===== src/rtl/core/xdec_pkg.sv =====
// ----------------------------------------------------------------------------
// xdec_pkg: shared types and constants of the escaped-text XOR decryptor
// Holds the key store geometry, the action format passed from the parser to
// the key engine, and the action queue sizing.
// ----------------------------------------------------------------------------
package xdec_pkg;

  // Key and prefix store geometry.
  localparam int KEY_DEPTH = 1024;
  localparam int KEY_AW    = $clog2(KEY_DEPTH);
  localparam int LEN_W     = 11;

  // Action queue between parser and key engine.
  localparam int QUEUE_DEPTH = 4;
  localparam int Q_AW        = $clog2(QUEUE_DEPTH);
  localparam int Q_CW        = $clog2(QUEUE_DEPTH + 1);

  // Kinds of work the parser hands to the key engine.
  typedef enum logic [1:0] {
    ACT_PREFIX  = 2'd0,
    ACT_EMIT    = 2'd1,
    ACT_NEWLINE = 2'd2
  } act_kind_t;

  // One action: a prefix write, a keyed byte, or a line end.
  typedef struct packed {
    act_kind_t         kind;
    logic [KEY_AW-1:0] addr;
    logic [7:0]        data;
    logic              wr_key;
  } act_t;

  // Up to two actions pushed per accepted item.
  typedef struct packed {
    logic [1:0] n;
    act_t       a0;
    act_t       a1;
  } q_push_t;

endpackage


===== src/rtl/core/xdec_queue.sv =====
// ----------------------------------------------------------------------------
// xdec_queue: action queue between parser and key engine
// Takes up to two actions per cycle; hands out one per cycle in order on pop.
// ----------------------------------------------------------------------------
module xdec_queue import xdec_pkg::*; (
  input  logic    clk,
  input  logic    rst_n,
  input  q_push_t push,
  input  logic    pop,
  output logic    room,
  output logic    valid,
  output act_t    head
);

  act_t            ent_r [QUEUE_DEPTH];
  logic [Q_AW-1:0] head_r, head_nxt;
  logic [Q_AW-1:0] tail_r, tail_nxt;
  logic [Q_CW-1:0] count_r, count_nxt;
  logic [Q_AW-1:0] tail_p1;

  // Room for a full pair of actions.
  assign room    = count_r <= Q_CW'(QUEUE_DEPTH - 2);
  assign valid   = count_r != '0;
  assign head    = ent_r[head_r];
  assign tail_p1 = tail_r + Q_AW'(1);

  // Pointer and fill bookkeeping.
  always_comb begin
    head_nxt  = pop ? head_r + Q_AW'(1) : head_r;
    tail_nxt  = tail_r + Q_AW'(push.n);
    count_nxt = count_r + Q_CW'(push.n) - Q_CW'(pop);
  end

  always_ff @(posedge clk) begin
    if (!rst_n) begin
      head_r  <= '0;
      tail_r  <= '0;
      count_r <= '0;
    end else begin
      head_r  <= head_nxt;
      tail_r  <= tail_nxt;
      count_r <= count_nxt;
    end
  end

  // Entry storage.
  always_ff @(posedge clk) begin
    if (push.n != 2'd0) begin
      ent_r[tail_r] <= push.a0;
    end
    if (push.n == 2'd2) begin
      ent_r[tail_p1] <= push.a1;
    end
  end

  a_count_bound: assert property (@(posedge clk) disable iff (!rst_n)
    count_r <= Q_CW'(QUEUE_DEPTH))
    else $error("action queue holds more entries than its depth");

  a_pop_nonempty: assert property (@(posedge clk) disable iff (!rst_n)
    pop |-> count_r != '0)
    else $error("action queue popped while empty");

  a_push_room: assert property (@(posedge clk) disable iff (!rst_n)
    (push.n != 2'd0) |-> room)
    else $error("actions pushed without room for a pair");

endmodule


===== config.mk =====
export PLATFORM = sky130hd
export DESIGN_NAME = xdec_queue
export DESIGN_NICKNAME = d
export VERILOG_FILES = /design/src/rtl/core/xdec_pkg.sv /design/src/rtl/core/xdec_queue.sv
export SDC_FILE = /design/constraint.sdc
export NUM_CORES = 1
export LEC_CHECK = 0
export ABC_AREA = 1
export BUFFER_PORTS_ARGS = -buffer_cell sky130_fd_sc_hd__buf_2
export CORE_ASPECT_RATIO = 1.75
export CORE_MARGIN = 2
export CORE_UTILIZATION = 55
export CTS_CLUSTER_SIZE = 25
export DETAILED_ROUTE_END_ITERATION = 6
export PLACE_DENSITY = 0.81
export REMOVE_ABC_BUFFERS = 1
export SLEW_MARGIN = 30
export SYNTH_ARGS = -nofsm -noshare
export SYNTH_HDL_FRONTEND = slang
export SYNTH_SLANG_ARGS = --single-unit
export TNS_END_PERCENT = 5

===== constraint.sdc =====
create_clock -name clk -period 7.4 [get_ports clk]
set_input_delay 0.37 -clock clk [delete_from_list [all_inputs] [get_ports clk]]
set_output_delay 0.37 -clock clk [all_outputs]
set_load 0.05 [all_outputs]

==> results.ini, run 1 <==
[sta]
rsz0062_at_grt=false
setup_viol=0
worstMarginPinSlew_ps=774
hold_violations=0
holdWs_ps=262
finClkSkew_ps=3.53
slew_violations=0
max_freq_mhz=437
fin_crit_ps=2290
fin_ws_ps=5110
period_share_pct=30.9
fin_tns_setup_ps=0
relSlewSlack_pct=48.4

[routing]
num_vias=3788
drt-total-wl_mm=10.5
antenna_left=0
drtPass1Iterations=5
routedWlPerCell_um=15.2
drc_errors=0
via_per_inst=5.46
first_iter_violations=478

[placed_design]
place_inst=678
gp_congestion=0.780
portBuffers=69
dp_hpwl_mm=6.63
place_ws_ps=4960

[synth]
yosysTopAreaCell=edfxtp_1
synth_top_family_by_area=compound AO/OA/AOI/OAI gates
yosys-top-cells-count=nand2_1, edfxtp_1, inv_1, o21ai_0, o21ai_2
syn_area_um2=4920
netlist.area_leader.share_pct=51.2
synth-async-reset-ratio_pct=0
synth-compound-area-share_pct=20.6
syn_inst=517
synth.area.top_cells=edfxtp_1, nand2_1, o21ai_2, inv_1, o21ai_0
synth.area.mux_share_pct=0
synth_seq_cells=93
synth_xor_area_share_pct=0
yosysSeqAreaShare_pct=54.9
synth_ff_type=edfxtp_1
synth_edf_count=84
avgSynthCellArea_um2=9.52
synth_fa_ha_area_share_pct=1.42
synth.most_common_cell=nand2_1
synthSimpleGateAreaFrac_pct=12.6
ys_types=23
yosys_warnings=0

[clock_network]
hold_buffers=0
tritoncts=done
cts.clk_slew.worst_paths_ps=60
post_cts_buffers=0
clock_latency_ps=340
cts_resized=0
cts_root_buf=clkbuf_16
clk_path_buf_depth=2
numCtsBuffers=9
ctsHtreeMaxLevel=3
cts_num_sinks=93

[floorplan]
die_h_um=129
initial_core_util_pct=56.8
pin_count=70
core_area_um2=8670
die_w_um=75.5
die_area_um2=9750
rows=45

[worst_setup_path]
cp_max_fo=84
r2r_slack_ps=5260
critPathCaptureType=output pin
arrival_ps=1920
cpPeakStageDelay_ps=600
path_class=reg -> out
crit_chain=buf_4, o21ai_0, nand2_1, buf_2
critPathLaunchType=flip-flop
crit_required_ps=7030
cpMaxStageDelayCell=buf_4

[finish]
fillers=685
nets=624
diodes=0
syn2layout_area_growth_pct=14.3
fin_util_pct=64.9
fin_cells=694
drive_gt1_share_pct=25.0

[grt]
grtUsageTotal_pct=23.1
grt_pass1_wl_mm=16.8
overflow=0
grt_max_degree=85
grt_busiest_layer=met2
grt_util_met1_pct=25.4
antenna_found_initial=0
first_global_vias=3715
grt_use_met2_pct=40.2
grt_use_met3_pct=5.05

[power]
p_leak_uw=0.00253
vdd_drop_max_mv=0.173
p_per_area_nw_per_um2=262

[flow_run]
cap_viol_max_count=0

[min_path]
hold_path.class=in -> reg

[status]
status=completed

-- critical path, delay by kind of cell, from the launching register on --
family	cells	cell delay (ps)
AOI/OAI and AO/OA	1	240
buffers and inverters	2	870
DFF	1	310
and+or+nand+nor	1	120
-- power by group --
part | internal (uW) | switching (uW) | leakage, uW
logic | 82.1 | 229 | 0.00150
registers | 633 | 16.5 | 0.000864
clock network | 329 | 186 | 0.000161
-- routing by layer --
layer / vias up / share of wire, %
met3: 39 / 6.1
met5: - / 0
met1: 1752 / 35
met4: 0 / 3.9
li1: 1846 / -
met2: 151 / 54
-- cell type report --
class / count / area (um2) / area share (%)
Clock buffer: 11 / 233 / 4.14
Clock inverter: 5 / 98.8 / 1.76
Inverter: 78 / 293 / 5.20
Multi-Input combinational cell: 316 / 1770 / 31.4
Sequential cell: 93 / 2700 / 48.1
Tap cell: 117 / 146 / 2.60
Timing Repair Buffer: 74 / 387 / 6.87
-- cell families after synthesis --
group                    Yosys count
AND/OR/NAND/NOR                  152
adder cells (fa/ha/maj)            5
AO/OA/AOI/OAI                    159
buffers and inverters            108
flip-flops                        93
-- layout by cell type, fill, tap and decap left out --
cell       netlist  final
buf_2           12     69
fa_1             1      1
buf_6           13      1
clkbuf_1         5      2
nor2_8           1      1
o21ai_2         42     42
clkbuf_16        0      9
nor2_1           4      4
buf_4            0      4
a21oi_1         27     27
inv_1           75     75
clkinv_2         0      1
nand2_1        137    137
nand3_1          3      3
o31ai_4          0      3
bufinv_16        0      3
o21ai_1         23     23
dfxtp_1          9      8
o21ai_4          0      1
edfxtp_1        84     84
o211ai_1        21     21
clkinv_1         0      1
dfxtp_2          0      1
inv_2            3      3
nor2_2           2      2
o21ai_0         43     42
ha_1             4      4
nand3b_1         1      1
nand2_4          2      4
-- per-stage QoR --
step	total power [uW]	cell area, um2
CTS	1480	5620
detailed placement	968	5290
global route	1530	5630
finish	1470	5630
global placement	952	5270
floorplan	875	4700
-- state kept, by name, indices dropped and copies added (netlist names), named ones only --
| signal | cells |
|---|---|
| count_r | 3 |
| head_r | 2 |
| tail_r | 2 |
| ent_r | 84 |
-- final timing paths --
path,start,endpoint,cells after the start
max,flip-flop,head[6],4
min reg2reg,head_r[1]$_SDFFE_PN0P_,flip-flop,2
min,pop,flip-flop,2
max reg2reg,tail_r[0]$_SDFF_PN0_,ent_r[2][0]$_DFFE_PP_,5
No activity file was read; power rests on OpenSTA's default activity.
==> run 2: changes to the inputs <==
ABC_AREA = 0   (was 1)
CORE_UTILIZATION = 52   (was 55)
clock period = 2.05 ns   (was 7.4 ns; I/O delays follow)
==> results.ini, run 2 <==
[status]
status=completed

[synth]
synth_seq_cells=93
synth_ff_type=edfxtp_1
netlist.area_leader.share_pct=53.5
synth.most_common_cell=edfxtp_1
yosys_warnings=0
yosys-top-cells-count=edfxtp_1, mux2_2, mux2_4, mux4_2, dfxtp_1
avgSynthCellArea_um2=18.9
yosysTopAreaCell=edfxtp_1
synth.area.top_cells=edfxtp_1, mux2_4, mux2_2, mux4_2, dfxtp_1
synth_edf_count=84
syn_inst=249
synth-async-reset-ratio_pct=0
syn_area_um2=4710
ys_types=30
yosysSeqAreaShare_pct=57.3

[grt]
grt_pass1_wl_mm=14.2
first_global_vias=2774
grt_max_degree=22
grtUsageTotal_pct=19.2
antenna_found_initial=0
overflow=0

[flow_run]
cap_viol_max_count=0

[routing]
first_iter_violations=121
antenna_left=0
drtPass1Iterations=4
drc_errors=0
num_vias=2548
via_per_inst=5.59
routedWlPerCell_um=19.6
drt-total-wl_mm=8.95

[placed_design]
dp_hpwl_mm=6.11
place_ws_ps=234
place_inst=439
dpl_cell_area_um2=5280
gp_congestion=0.793
portBuffers=69

[finish]
largest_reg_flops=84
syn2layout_area_growth_pct=18.7
largest-register=ent_r
final_cell_mix=edfxtp_1, buf_2, mux2_2
drive_gt1_share_pct=63.4
fillers=634
top_regs=ent_r: 84 flops, count_r: 3 flops
fin_cells=456
final_common_cell=edfxtp_1
final_cell_area_um2=5590
nets=383
diodes=0
fin_util_pct=62.7

[clock_network]
tritoncts=done
cts_root_buf=clkbuf_16
post_cts_buffers=0
numCtsBuffers=9
hold_buffers=1
clk_path_buf_depth=2
cts_resized=0
clock_latency_ps=340
cts.clk_slew.worst_paths_ps=60
cts_num_sinks=93
ctsHtreeMaxLevel=3

[power]
p_leak_uw=0.00212
p_comb_share_pct=23.7
vdd_drop_max_mv=0.685
clkPwrFrac_pct=31.1
p_seq_share_pct=45.2
p_per_area_nw_per_um2=944
cell_internal_pwr_uw=3790
p_sw_uw=1490
switching_share_pct=28.2

[floorplan]
die_h_um=130
die_area_um2=9870
pin_count=70
die_w_um=76.0
initial_core_util_pct=52.8
core_area_um2=8920
rows=46

[worst_setup_path]
reg2reg_depth=3
crit_buf_inv=1
critPathCaptureType=flip-flop
crit_required_ps=2140
arrival_ps=1920
path_class=reg -> reg
crit_chain=nand4b_2, buf_4, mux2_2
cp_max_fo=9
worstSetupPathDepth=3
cpPeakStageDelay_ps=570
path_delay_family=flip-flops
cpMaxStageDelayCell=dfxtp_1
critPathLaunchType=flip-flop

[sta]
period_share_pct=89.3
relSlewSlack_pct=56.4
slew_violations=0
fin_tns_setup_ps=0
setup_viol=0
rsz0062_at_grt=false
fin_crit_ps=1830
max_freq_mhz=546
hold_violations=0
fin_ws_ps=220
finClkSkew_ps=4.42
worstMarginPinSlew_ps=653

[min_path]
hold_path.class=in -> reg
hold_depth=3

[run 2: changes by cell type after synthesis, moves of 7 or more]
cell	previous run	this run
buf_2	12	3
o21ai_2	42	0
mux2_4	0	39
mux4_2	0	21
buf_6	13	6
nand2_1	137	0
mux2_2	0	44
inv_1	75	6
o211ai_1	21	0
o21ai_0	43	0
a21oi_1	27	2
o21ai_1	23	0
[run 2: final timing paths]
kind / start / to / slack (ps)
setup / recovery: tail_r[1]$_SDFF_PN0_ / ent_r[0][20]$_DFFE_PP_ / 220
setup reg to reg: tail_r[1]$_SDFF_PN0_ / ent_r[0][20]$_DFFE_PP_ / 220
hold reg to reg: head_r[0]$_SDFFE_PN0P_ / head_r[1]$_SDFFE_PN0P_ / 550
hold / removal: pop / flip-flop / 90
[run 2: cells by family after synthesis]
logic type      after synthesis  synth area share [%]
mux                         106                  33.4
flops                        93                  57.3
buf+inv                      20                  2.87
simple gates                 16                  2.76
compound gates                6                 0.956
fa+ha+maj                     5                  1.49
xor+xnor                      3                  1.17
[run 2: area by class of cell]
type	count	area [um2]	area share, %
flip-flops and latches	93	2700	48.3
multi-input cells	136	1890	33.9
repair buffers	85	518	9.26
clock buffers	12	279	4.99
well taps	120	150	2.68
clock inverters	4	25.0	0.447
inverters	6	22.5	0.403
[run 2: power by group through the flow]
stage                     registers (uW)  clock network [uW]  logic [uW]
after floorplan                     2430                   0         881
after global placement              2410                   0        1240
after detailed placement            2430                   0        1260
after CTS                           2390                1670        1270
after global routing                2410                1730        1330
final                               2390                1640        1250
[run 2: through the flow]
step / hold WS (ps) / total power [uW]
2_1_floorplan: 224 / 3310
3_3_place_gp: 332 / 3650
3_5_place_dp: 343 / 3690
4_1_cts: 94.3 / 5330
5_1_grt: 111 / 5460
6_report: 93.7 / 5280
[run 2: metal layers]
layer,up-vias,routed length (um),GRT usage (%)
li1,1167,-,-
met5,-,0,0
met4,0,216,9.09
met2,73,4990,35.7
met3,16,467,4.50
met1,1292,3270,20.7
[run 2: worst register-to-register path, cell delays in order (launching register included)]
cell and delay (ps):
dfxtp_1 570, nand4b_2 390, buf_4 330, mux2_2 290
