## config.mk

```make
export PLATFORM = sky130hd
export DESIGN_NAME = xdec_front
export DESIGN_NICKNAME = d
export VERILOG_FILES = /design/src/rtl/core/xdec_pkg.sv /design/src/rtl/core/xdec_front.sv
export SDC_FILE = /design/constraint.sdc
export NUM_CORES = 1
export LEC_CHECK = 0
export ABC_AREA = 0
export BUFFER_PORTS_ARGS = -buffer_cell sky130_fd_sc_hd__buf_4
export CORE_MARGIN = 1.5
export CORE_UTILIZATION = 53
export DETAILED_ROUTE_END_ITERATION = 8
export PLACE_DENSITY = 0.78
export SKIP_LAST_GASP = 1
export SLEW_MARGIN = 0
export SYNTH_ARGS = -nofsm -noshare
export SYNTH_HDL_FRONTEND = slang
export SYNTH_SLANG_ARGS = --single-unit
```

## constraint.sdc

```tcl
create_clock -name clk -period 11.55 [get_ports clk]
set_input_delay 1.7325 -clock clk [delete_from_list [all_inputs] [get_ports clk]]
set_output_delay 1.7325 -clock clk [all_outputs]
set_load 0.05 [all_outputs]
```

## src/rtl/core/xdec_pkg.sv

```systemverilog
// ----------------------------------------------------------------------------
// xdec_pkg: shared types and constants of the escaped-text XOR decryptor
// Holds the key store geometry, the action format passed from the parser to
// the key engine, and the action queue sizing.
// ----------------------------------------------------------------------------
package xdec_pkg;

  // Key and prefix store geometry.
  localparam int KEY_DEPTH = 1024;
  localparam int KEY_AW    = $clog2(KEY_DEPTH);
  localparam int LEN_W     = 11;

  // Action queue between parser and key engine.
  localparam int QUEUE_DEPTH = 4;
  localparam int Q_AW        = $clog2(QUEUE_DEPTH);
  localparam int Q_CW        = $clog2(QUEUE_DEPTH + 1);

  // Kinds of work the parser hands to the key engine.
  typedef enum logic [1:0] {
    ACT_PREFIX  = 2'd0,
    ACT_EMIT    = 2'd1,
    ACT_NEWLINE = 2'd2
  } act_kind_t;

  // One action: a prefix write, a keyed byte, or a line end.
  typedef struct packed {
    act_kind_t         kind;
    logic [KEY_AW-1:0] addr;
    logic [7:0]        data;
    logic              wr_key;
  } act_t;

  // Up to two actions pushed per accepted item.
  typedef struct packed {
    logic [1:0] n;
    act_t       a0;
    act_t       a1;
  } q_push_t;

endpackage

```

## src/rtl/core/xdec_front.sv

```systemverilog
// ----------------------------------------------------------------------------
// xdec_front: escape parser and key position tracker
// Accepts one item per cycle unless full, decodes the escape syntax, tracks
// the key position and key recovery window, and pushes up to two actions.
// ----------------------------------------------------------------------------
module xdec_front import xdec_pkg::*; (
  input  logic             clk,
  input  logic             rst_n,
  input  logic             in_push,
  output logic             in_full,
  input  logic [1:0]       in_op,
  input  logic [9:0]       in_index,
  input  logic [7:0]       in_value,
  input  logic             cfg_we,
  input  logic [LEN_W-1:0] cfg_key_length,
  input  logic             room,
  input  logic             clearing,
  output q_push_t          push
);

  // Item operation codes.
  localparam logic [1:0] OP_PREFIX  = 2'd0;
  localparam logic [1:0] OP_CHAR    = 2'd1;
  localparam logic [1:0] OP_RESTART = 2'd2;

  // Characters the parser reacts to.
  localparam logic [7:0] CH_BSLASH = 8'h5C;
  localparam logic [7:0] CH_T      = 8'h74;
  localparam logic [7:0] CH_N      = 8'h6E;
  localparam logic [7:0] CH_R      = 8'h72;
  localparam logic [7:0] CH_X      = 8'h78;
  localparam logic [7:0] CH_LF     = 8'h0A;
  localparam logic [7:0] CH_CR     = 8'h0D;
  localparam logic [7:0] CH_NUL    = 8'h00;
  localparam logic [7:0] CH_TAB    = 8'h09;

  typedef enum logic [1:0] {
    M_NORMAL = 2'd0,
    M_ESC    = 2'd1,
    M_HEX1   = 2'd2,
    M_HEX2   = 2'd3
  } mode_t;

  typedef enum logic [1:0] {
    PC_EMIT = 2'd0,
    PC_ESC  = 2'd1,
    PC_NL   = 2'd2,
    PC_SKIP = 2'd3
  } pclass_t;

  typedef struct packed {
    logic       valid;
    logic [3:0] d;
  } hex_t;

  typedef struct packed {
    logic [KEY_AW-1:0] p;
    logic              wr;
    logic [KEY_AW-1:0] pos_nxt;
    logic              win_nxt;
  } emit_t;

  // Value of one hex digit character.
  function automatic hex_t hex_val(input logic [7:0] c);
    hex_t h;
    h = '0;
    if (c >= 8'h30 && c <= 8'h39) begin
      h.valid = 1'b1;
      h.d     = 4'(c - 8'h30);
    end else if (c >= 8'h61 && c <= 8'h66) begin
      h.valid = 1'b1;
      h.d     = 4'(c - 8'h57);
    end else if (c >= 8'h41 && c <= 8'h46) begin
      h.valid = 1'b1;
      h.d     = 4'(c - 8'h37);
    end
    return h;
  endfunction

  // How a character outside an escape is handled.
  function automatic pclass_t plain_class(input logic [7:0] c);
    pclass_t k;
    if (c == CH_BSLASH) begin
      k = PC_ESC;
    end else if (c == CH_LF) begin
      k = PC_NL;
    end else if (c == CH_CR || c == CH_NUL) begin
      k = PC_SKIP;
    end else begin
      k = PC_EMIT;
    end
    return k;
  endfunction

  // Key position step for one emitted byte, with wrap and window exit.
  function automatic emit_t emit_step(input logic [KEY_AW-1:0] pos,
                                      input logic              win,
                                      input logic              first,
                                      input logic [LEN_W-1:0]  kl);
    emit_t           e;
    logic [LEN_W-1:0] nx;
    e.p   = pos;
    e.win_nxt = win;
    if ({{(LEN_W-KEY_AW){1'b0}}, pos} >= kl) begin
      e.p       = '0;
      e.win_nxt = 1'b0;
    end
    e.wr = first & e.win_nxt;
    nx   = {{(LEN_W-KEY_AW){1'b0}}, e.p} + LEN_W'(1);
    if (nx >= kl) begin
      nx        = '0;
      e.win_nxt = 1'b0;
    end
    e.pos_nxt = nx[KEY_AW-1:0];
    return e;
  endfunction

  mode_t             mode_r, mode_nxt;
  logic [7:0]        acc_r, acc_nxt;
  logic              stop_r, stop_nxt;
  logic [KEY_AW-1:0] pos_r, pos_nxt;
  logic              first_r, first_nxt;
  logic              win_r, win_nxt;
  logic              skip_r, skip_nxt;
  logic [LEN_W-1:0]  klen_r;

  logic              accept;
  logic              do_plain;
  logic [1:0]        tk_n;
  logic              tk0_nl, tk1_nl;
  logic [7:0]        tk0_byte, tk1_byte;
  hex_t              hv;
  pclass_t           cls;
  logic              term;
  emit_t             es0, es1;
  logic [KEY_AW-1:0] pos_mid;
  logic              win_mid;

  assign in_full = ~room | clearing;
  assign accept  = in_push & ~in_full;
  assign hv      = hex_val(in_value);
  assign cls     = plain_class(in_value);
  assign term    = (in_value == CH_LF) || (in_value == CH_CR) || (in_value == CH_NUL);

  // Parse one item into up to two tokens, then place emitted bytes on the key.
  always_comb begin
    mode_nxt  = mode_r;
    acc_nxt   = acc_r;
    stop_nxt  = stop_r;
    pos_nxt   = pos_r;
    first_nxt = first_r;
    win_nxt   = win_r;
    skip_nxt  = skip_r;
    do_plain  = 1'b0;
    tk_n      = 2'd0;
    tk0_nl    = 1'b0;
    tk1_nl    = 1'b0;
    tk0_byte  = '0;
    tk1_byte  = '0;
    push      = '0;
    es0       = '0;
    es1       = '0;
    pos_mid   = '0;
    win_mid   = 1'b0;

    if (accept) begin
      case (in_op)
        OP_PREFIX: begin
          push.n         = 2'd1;
          push.a0.kind   = ACT_PREFIX;
          push.a0.addr   = in_index;
          push.a0.data   = in_value;
          push.a0.wr_key = 1'b0;
        end
        OP_RESTART: begin
          mode_nxt  = M_NORMAL;
          acc_nxt   = '0;
          stop_nxt  = 1'b0;
          pos_nxt   = '0;
          first_nxt = 1'b1;
          win_nxt   = 1'b1;
          skip_nxt  = 1'b0;
        end
        OP_CHAR: begin
          if (skip_r) begin
            if (in_value == CH_LF) begin
              tk0_nl = 1'b1;
              tk_n   = 2'd1;
            end
          end else begin
            case (mode_r)
              M_ESC: begin
                mode_nxt = M_NORMAL;
                case (in_value)
                  CH_T: begin
                    tk0_byte = CH_TAB;
                    tk_n     = 2'd1;
                  end
                  CH_N: begin
                    tk0_byte = CH_LF;
                    tk_n     = 2'd1;
                  end
                  CH_R: begin
                    tk0_byte = CH_CR;
                    tk_n     = 2'd1;
                  end
                  CH_BSLASH: begin
                    tk0_byte = CH_BSLASH;
                    tk_n     = 2'd1;
                  end
                  CH_X: begin
                    mode_nxt = M_HEX1;
                    acc_nxt  = '0;
                    stop_nxt = 1'b0;
                  end
                  default: begin
                    // Unknown escape: the backslash stands for itself.
                    tk0_byte = CH_BSLASH;
                    tk_n     = 2'd1;
                    do_plain = 1'b1;
                  end
                endcase
              end
              M_HEX1: begin
                if (term) begin
                  mode_nxt = M_NORMAL;
                  tk0_byte = acc_r;
                  tk_n     = 2'd1;
                  do_plain = 1'b1;
                end else begin
                  if (hv.valid) begin
                    acc_nxt = {4'h0, hv.d};
                  end else begin
                    stop_nxt = 1'b1;
                  end
                  mode_nxt = M_HEX2;
                end
              end
              M_HEX2: begin
                mode_nxt = M_NORMAL;
                if (term) begin
                  tk0_byte = acc_r;
                  tk_n     = 2'd1;
                  do_plain = 1'b1;
                end else begin
                  if (hv.valid && !stop_r) begin
                    acc_nxt = {acc_r[3:0], hv.d};
                  end
                  tk0_byte = acc_nxt;
                  tk_n     = 2'd1;
                end
              end
              default: begin
                do_plain = 1'b1;
              end
            endcase

            // Ordinary character handling, after any byte the escape produced.
            if (do_plain) begin
              case (cls)
                PC_ESC: begin
                  mode_nxt = M_ESC;
                end
                PC_NL: begin
                  if (tk_n == 2'd0) begin
                    tk0_nl = 1'b1;
                  end else begin
                    tk1_nl = 1'b1;
                  end
                  tk_n = tk_n + 2'd1;
                end
                PC_SKIP: begin
                  skip_nxt = 1'b1;
                end
                default: begin
                  if (tk_n == 2'd0) begin
                    tk0_byte = in_value;
                  end else begin
                    tk1_byte = in_value;
                  end
                  tk_n = tk_n + 2'd1;
                end
              endcase
            end
          end
          push.n = tk_n;
        end
        default: begin
        end
      endcase

      // First token.
      pos_mid = pos_nxt;
      win_mid = win_nxt;
      if (tk_n != 2'd0) begin
        if (tk0_nl) begin
          push.a0.kind = ACT_NEWLINE;
          push.a0.data = CH_LF;
          pos_mid      = '0;
          win_mid      = 1'b0;
          first_nxt    = 1'b0;
          skip_nxt     = 1'b0;
          mode_nxt     = M_NORMAL;
        end else begin
          es0            = emit_step(pos_nxt, win_nxt, first_r, klen_r);
          push.a0.kind   = ACT_EMIT;
          push.a0.addr   = es0.p;
          push.a0.data   = tk0_byte;
          push.a0.wr_key = es0.wr;
          pos_mid        = es0.pos_nxt;
          win_mid        = es0.win_nxt;
        end
      end
      pos_nxt = pos_mid;
      win_nxt = win_mid;

      // Second token.
      if (tk_n == 2'd2) begin
        if (tk1_nl) begin
          push.a1.kind = ACT_NEWLINE;
          push.a1.data = CH_LF;
          pos_nxt      = '0;
          win_nxt      = 1'b0;
          first_nxt    = 1'b0;
          skip_nxt     = 1'b0;
          mode_nxt     = M_NORMAL;
        end else begin
          es1            = emit_step(pos_mid, win_mid, first_r, klen_r);
          push.a1.kind   = ACT_EMIT;
          push.a1.addr   = es1.p;
          push.a1.data   = tk1_byte;
          push.a1.wr_key = es1.wr;
          pos_nxt        = es1.pos_nxt;
          win_nxt        = es1.win_nxt;
        end
      end
    end
  end

  // Parser state and the clamped key length.
  always_ff @(posedge clk) begin
    if (!rst_n) begin
      mode_r  <= M_NORMAL;
      acc_r   <= '0;
      stop_r  <= 1'b0;
      pos_r   <= '0;
      first_r <= 1'b1;
      win_r   <= 1'b1;
      skip_r  <= 1'b0;
      klen_r  <= LEN_W'(1);
    end else begin
      mode_r  <= mode_nxt;
      acc_r   <= acc_nxt;
      stop_r  <= stop_nxt;
      pos_r   <= pos_nxt;
      first_r <= first_nxt;
      win_r   <= win_nxt;
      skip_r  <= skip_nxt;
      if (cfg_we) begin
        if (cfg_key_length == '0) begin
          klen_r <= LEN_W'(1);
        end else if (cfg_key_length > LEN_W'(KEY_DEPTH)) begin
          klen_r <= LEN_W'(KEY_DEPTH);
        end else begin
          klen_r <= cfg_key_length;
        end
      end
    end
  end

endmodule

```

==> reports/results.txt, run 1 <==
Run status: completed
Max Freq: 92.8 MHz
Worst VDD drop: 0.0000519 V
Clk_lat worst skew: 290 ps
Fraction of registers with async set/reset: 0%
Slew HR: 34.7%
Setup WS pre-CTS: 444 ps
Residual DRC count: 0
Detailed Route Iter0 Violations: 417
Router iterations before antenna repair: 5
Largest net degree at the start of global routing: 41
Layout cell share with drive strength beyond 1: 17.2%
Worst Hold Class: flop to flop
Antenna diodes: 0
Initial antenna violation count: 0
Io pins: 82
Seq cells post-synth: 35
CP Buf/Inv Count: 5
CTS tree: yes
Post-synth EDFFs: 0
Kind of critical path: input pin to flop
RSZ-0062 raised after global routing: false
Die area: 9590 sq um
TNS Setup: 0 ps
Fin worst setup slack: 778 ps
Largest cells by area after synthesis: ha_1 (15%), dfxtp_1 (15%), nor2_1 (6.1%), nand2_1 (4.7%), a21oi_1 (4.6%)
Count leader, synth: nor2_1
CP endpoint kind: flop
Die Ht: 97.9 um
Clock Sinks: 35
Post-synthesis sequential area ratio: 14.7%
CP top delay family: simple AND/OR/NAND/NOR gates
Detail Route Antenna Nets: 0
Synthesized instance count: 683
Most used cell, CP: ha_1
Final worst-path cycle share: 93.3%
Grt ovf: 0
Max-Cap Viols: 0
Primary FF master, synth: dfxtp_1
Syn avg cell area: 6.99 sq um
Syn_nets: 777
Pins over their slew limit: 0
CP arrival: 10990 ps
# setup viols final: 0
Post-DR vias/cell: 6.31
Hold buffer count at CTS: 0
Worst-Margin Slew: 977 ps
Hpwl dp: 12.8 mm
Final hold vios: 0
Area leader, netlist: ha_1
GR Util All Layers: 33.3%
Number of global-route vias before repair: 5002
WL/cell: 18.8 um
Floorplan row count: 34
Slowest-stage cell, CP: a2111oi_0
Number of setup buffers added after CTS: 0
PwrDens: 66.4 nW/um^2
Max Buffers Root-to-Sink: 2
Netlist cell types: 69
Number of buffers created by CTS: 5
Fin crit period: 10770 ps
GP Congestion: 1.05
Layout Skew: 10.5 ps
Detailed-route via count: 5386
Die X: 97.9 um
Lkg Pwr: 2.43 nW
Global-route wire length before repair: 26.0 mm
Most instantiated cells after synthesis: nor2_1 (77), nand2_1 (60), ha_1 (57)
Post-layout net count: 839
Core Area: 8720 sq um
Number of port buffers: 81
Effective utilization at floorplan: 54.8%
WL final: 16.1 mm
Cts repair resizes: 0
Clock Tree Root: clkbuf_8
Reg clk slew, reported paths: 80 ps
Ys Warns: 0
CTS H-tree depth: 2
Largest stage delay on the critical path: 500 ps
Post-synthesis cell area: 4780 sq um
Worst-path maximum fanout: 8
Required time of the critical path: 11770 ps
Placement Cell Area: 5470 sq um
Design area: 5580 sq um
Setup crit start kind: input pin
Top-area cell type share of the netlist area: 14.9%
Layout area overhead: 16.8%
==> sequential cells by signal, summed over array words and instances, names as in the netlist <==
signal   count
mode_r       2
klen_r      11
skip_r       1
acc_r        8
pos_r       10
win_r        1
stop_r       1
first_r      1
==> cell type report <==
type                            instances  area [sq um]
Clock buffer                            7          96.3
Multi-Input combinational cell        564          3760
Clock inverter                          1          7.51
Fill cell                             852          3140
Tap cell                              108           135
Sequential cell                        35           701
Inverter                               43           161
Timing Repair Buffer                   96           721
==> worst paths after layout <==
check	end	slack (ps)	startpoint	depth (start not counted)
worst min register to register	win_r	540	win_r	2
worst max register to register	pos_r[7]	2170	pos_r[4]	45
worst max-delay path	pos_r[7]	780	in_op[0]	48
worst min-delay path	win_r	540	win_r	2
==> layer usage <==
| layer | part of all wire [%] | track usage, % | vias to the layer above |
|---|---|---|---|
| li1 | - | - | 2587 |
| met1 | 46 | 48.8 | 2514 |
| met2 | 43 | 50.6 | 248 |
| met3 | 8.9 | 5.73 | 37 |
| met4 | 2.1 | 7.91 | 0 |
| met5 | 0 | 0 | - |
==> kinds of logic (layout without fill, tap and decap cells) <==
family	count (synthesis)	in the layout	synth area share [%]
buffers and inverters	84	147	6.97
flip-flops	35	35	14.7
AND/OR/NAND/NOR	290	290	31.8
AO/OA/AOI/OAI	189	189	26.0
XOR/XNOR	19	19	3.48
adder cells (fa/ha/maj)	57	57	14.9
multiplexers	9	9	2.10
==> cells in the final DEF, fill, tap and decap left out, types with 4 or more instances in the layout <==
master	netlist	layout
buf_4	0	96
nor2_1	77	75
nand2_1	60	60
ha_1	57	56
a21oi_1	44	44
inv_1	43	43
o21ai_0	40	40
dfxtp_1	35	35
nor2b_1	22	22
and2_1	21	21
nand3_1	19	19
nand2b_1	14	14
nor3_1	14	14
a31oi_1	12	12
nand4_1	11	11
xnor2_1	11	11
a221oi_1	12	11
a22oi_1	11	11
a211oi_1	9	9
o22ai_1	9	9
nor4_1	8	8
xor2_1	8	8
nor3b_1	8	8
o21a_1	7	7
and3_1	7	7
clkbuf_8	0	7
o211ai_1	5	5
a21boi_0	5	5
or3_1	4	4
mux2_2	4	4
or4_1	4	4
mux2i_1	4	4
==> worst min-delay path: cells and delay by family, from the launching register on <==
family             cells  cell delay (ps)
DFF                    1              340
AOI/OAI and AO/OA      2              170
==> per-stage QoR <==
step / hold WS, ps / std cells / power [mW] / utilization [%]
6_report: 540 / 854 / 0.370 / 64.0
2_1_floorplan: 462 / 683 / 0.222 / -
4_1_cts: 527 / 854 / 0.367 / 63.9
3_3_place_gp: 503 / 846 / 0.264 / 62.7
5_1_grt: 550 / 854 / 0.391 / 64.0
3_5_place_dp: 510 / 846 / 0.267 / 62.7
==> report_power, final <==
group          internal [mW]  leakage, nW  switching [mW]  total (mW)
logic                 0.0547         2.10          0.0872       0.142
clock network         0.0543       0.0505          0.0475       0.102
registers              0.124        0.284         0.00265       0.127
Power figures use the tool's default switching activity.
==> run 2, diff against run 1 <==
--- a/config.mk
+++ b/config.mk
@@ -8,9 +8,9 @@
 export ABC_AREA = 0
 export BUFFER_PORTS_ARGS = -buffer_cell sky130_fd_sc_hd__buf_4
 export CORE_MARGIN = 1.5
-export CORE_UTILIZATION = 53
+export CORE_UTILIZATION = 60
 export DETAILED_ROUTE_END_ITERATION = 8
-export PLACE_DENSITY = 0.78
+export PLACE_DENSITY = 0.85
 export SKIP_LAST_GASP = 1
 export SLEW_MARGIN = 0
 export SYNTH_ARGS = -nofsm -noshare
==> constraint.sdc (replaced) <==
create_clock -name clk -period 13.2 [get_ports clk]
set_input_delay 1.98 -clock clk [delete_from_list [all_inputs] [get_ports clk]]
set_output_delay 1.98 -clock clk [all_outputs]
set_load 0.05 [all_outputs]
==> run 2 against run 1 <==
Utilization increased by 6.7 points. Via count up 1.9%. Final area is 2.1% lower. Combinational power decreased by 15%. Routed wire length is 2.0% lower. Register-to-register slack better by 850 ps. Sequential power is 13% lower. Non-clock buffer count shrank 12. Sequential share of layout area increased by 0.27 points. Clock power decreased by 18%. Setup slack better by 270 ps. Die area fell by 11%.
==> reports/results.txt, run 2 (same netlist as run 1, synthesis figures left out) <==
Die X: 92.2 um (was 97.9 um)
Antenna diodes: 0 (unchanged)
Core Area: 7730 sq um (was 8720 sq um)
RSZ-0062 raised after global routing: false (unchanged)
Number of global-route vias before repair: 4919 (was 5002)
Design area: 5460 sq um (was 5580 sq um)
CP arrival: 12380 ps (was 10990 ps)
Post-layout net count: 827 (was 839)
Cts repair resizes: 0 (unchanged)
Clk_lat worst skew: 300 ps (was 290 ps)
GP Congestion: 1.03 (was 1.05)
Slowest-stage cell, CP: a2111oi_0 (unchanged)
CP endpoint kind: flop (unchanged)
Die Ht: 92.2 um (was 97.9 um)
Max Buffers Root-to-Sink: 2 (unchanged)
Slew HR: 33.1% (was 34.7%)
PwrDens: 57.5 nW/um^2 (was 66.4 nW/um^2)
Hpwl dp: 12.2 mm (was 12.8 mm)
Clock Tree Root: clkbuf_8 (unchanged)
Max Freq: 82.3 MHz
Most common cell after layout, fill and taps aside: buf_4 (unchanged)
CTS H-tree depth: 2 (unchanged)
Cell count of the worst reg-to-reg path: 44 (was 45)
Tot Pwr: 314 uW (was 370 uW)
Floorplan row count: 32 (was 34)
R2r startpoint: pos_r[5] (was pos_r[4])
Layout cell share with drive strength beyond 1: 15.4% (was 17.2%)
Grt ovf: 0 (unchanged)
Layout Skew: 12.0 ps (was 10.5 ps)
Placement Cell Area: 5370 sq um (was 5470 sq um)
Worst Hold Path EP: win_r (unchanged)
Pins over their slew limit: 0 (unchanged)
Reg2reg setup slack: 3020 ps (was 2170 ps)
Final worst-path cycle share: 92.1%
Post-DR vias/cell: 6.57 (was 6.31)
Effective utilization at floorplan: 61.8% (was 54.8%)
# setup viols final: 0 (unchanged)
Final Core Density: 70.7% (was 64.0%)
Worst Hold Class: flop to flop (unchanged)
Max-Cap Viols: 0 (unchanged)
Hold_ws: 527 ps (was 540 ps)
Io pins: 82 (unchanged)
Worst-Margin Slew: 1000 ps (was 977 ps)
Detail Route Antenna Nets: 0 (unchanged)
Hold buffer count at CTS: 0 (unchanged)
Worst hold start: win_r (unchanged)
GR Util All Layers: 37.0% (was 33.3%)
Router iterations before antenna repair: 6 (was 5)
Max reg flops: 11 (unchanged)
Number of buffers created by CTS: 5 (unchanged)
TNS Setup: 0 ps (unchanged)
Global-route wire length before repair: 25.0 mm (was 26.0 mm)
Largest reg by FF count: klen_r (unchanged)
RR Endpoint: pos_r[7] (unchanged)
Largest stage delay on the critical path: 520 ps (was 500 ps)
Number of port buffers: 81 (unchanged)
Most frequent cells in the layout: buf_4 (84), nor2_1 (77), nand2_1 (60) (was buf_4 (96), nor2_1 (75), nand2_1 (60))
Required time of the critical path: 13420 ps (was 11770 ps)
Detailed-route via count: 5491 (was 5386)
WL/cell: 18.9 um (was 18.8 um)
Largest net degree at the start of global routing: 41 (unchanged)
WHS Path Cells: 2 (unchanged)
Worst VDD drop: 0.0000688 V (was 0.0000519 V)
Lkg Pwr: 2.37 nW (was 2.43 nW)
Fin crit period: 12150 ps
Reg clk slew, reported paths: 70 ps (was 80 ps)
Clock Sinks: 35 (unchanged)
Detailed Route Iter0 Violations: 551 (was 417)
CTS tree: yes (unchanged)
Run status: completed (unchanged)
Biggest registers after layout: klen_r (11), pos_r (10), acc_r (8) (unchanged)
Setup crit start kind: input pin (unchanged)
Kind of critical path: input pin to flop (unchanged)
Most used cell, CP: ha_1 (unchanged)
Die area: 8500 sq um (was 9590 sq um)
Residual DRC count: 0 (unchanged)
Initial antenna violation count: 0 (unchanged)
Layout area overhead: 14.4% (was 16.8%)
WL final: 15.8 mm (was 16.1 mm)
Number of setup buffers added after CTS: 0 (unchanged)
Final hold vios: 0 (unchanged)
Worst-path maximum fanout: 18 (was 8)
run 2: final cells by class:
type | instances | area (sq um)
Inverter | 43 | 161
Fill cell | 644 | 2270
Sequential cell | 35 | 701
Clock inverter | 3 | 23.8
Timing Repair Buffer | 84 | 631
Tap cell | 102 | 128
Multi-Input combinational cell | 564 | 3750
Clock buffer | 5 | 68.8
run 2: metal layers:
metal	vias up	GRT usage, %	wire length, um
met2	335	56.0	6830
met1	2546	52.3	6940
met4	0	13.2	403
met3	36	6.14	1590
li1	2574	-	-
met5	-	0	0
run 2: how the worst max path moves through the flow:
stage                        start        to  slack [ps]  depth (start not counted)
after floorplan           in_op[0]  push[15]        1530                         37
after detailed placement  in_op[0]  pos_r[7]        1270                         48
after global routing      in_op[0]  pos_r[7]         270                         48
after CTS                 in_op[0]  pos_r[7]        1450                         48
final                     in_op[0]  pos_r[7]        1050                         48
after global placement    in_op[0]     win_r        1770                         48
run 2: power by group:
part           internal [mW]  switching (mW)  leakage (nW)
Sequential             0.108         0.00227         0.284
Combinational         0.0445          0.0755          2.04
Clock                 0.0378          0.0456        0.0408
Total                  0.191           0.123          2.37
run 2: worst max-delay path: cells and delay by family:
| kind | cells | cell delay (ps) |
|---|---|---|
| compound gates | 16 | 3460 |
| xor+xnor | 1 | 140 |
| fa+ha+maj | 7 | 2190 |
| buf+inv | 5 | 570 |
| simple gates | 19 | 4010 |
run 2: per-stage QoR:
stage / cells / setup WS [ps]
4_1_cts: 836 / 1450
2_1_floorplan: 683 / 1530
5_1_grt: 836 / 265
6_report: 836 / 1050
3_3_place_gp: 828 / 1770
3_5_place_dp: 828 / 1270
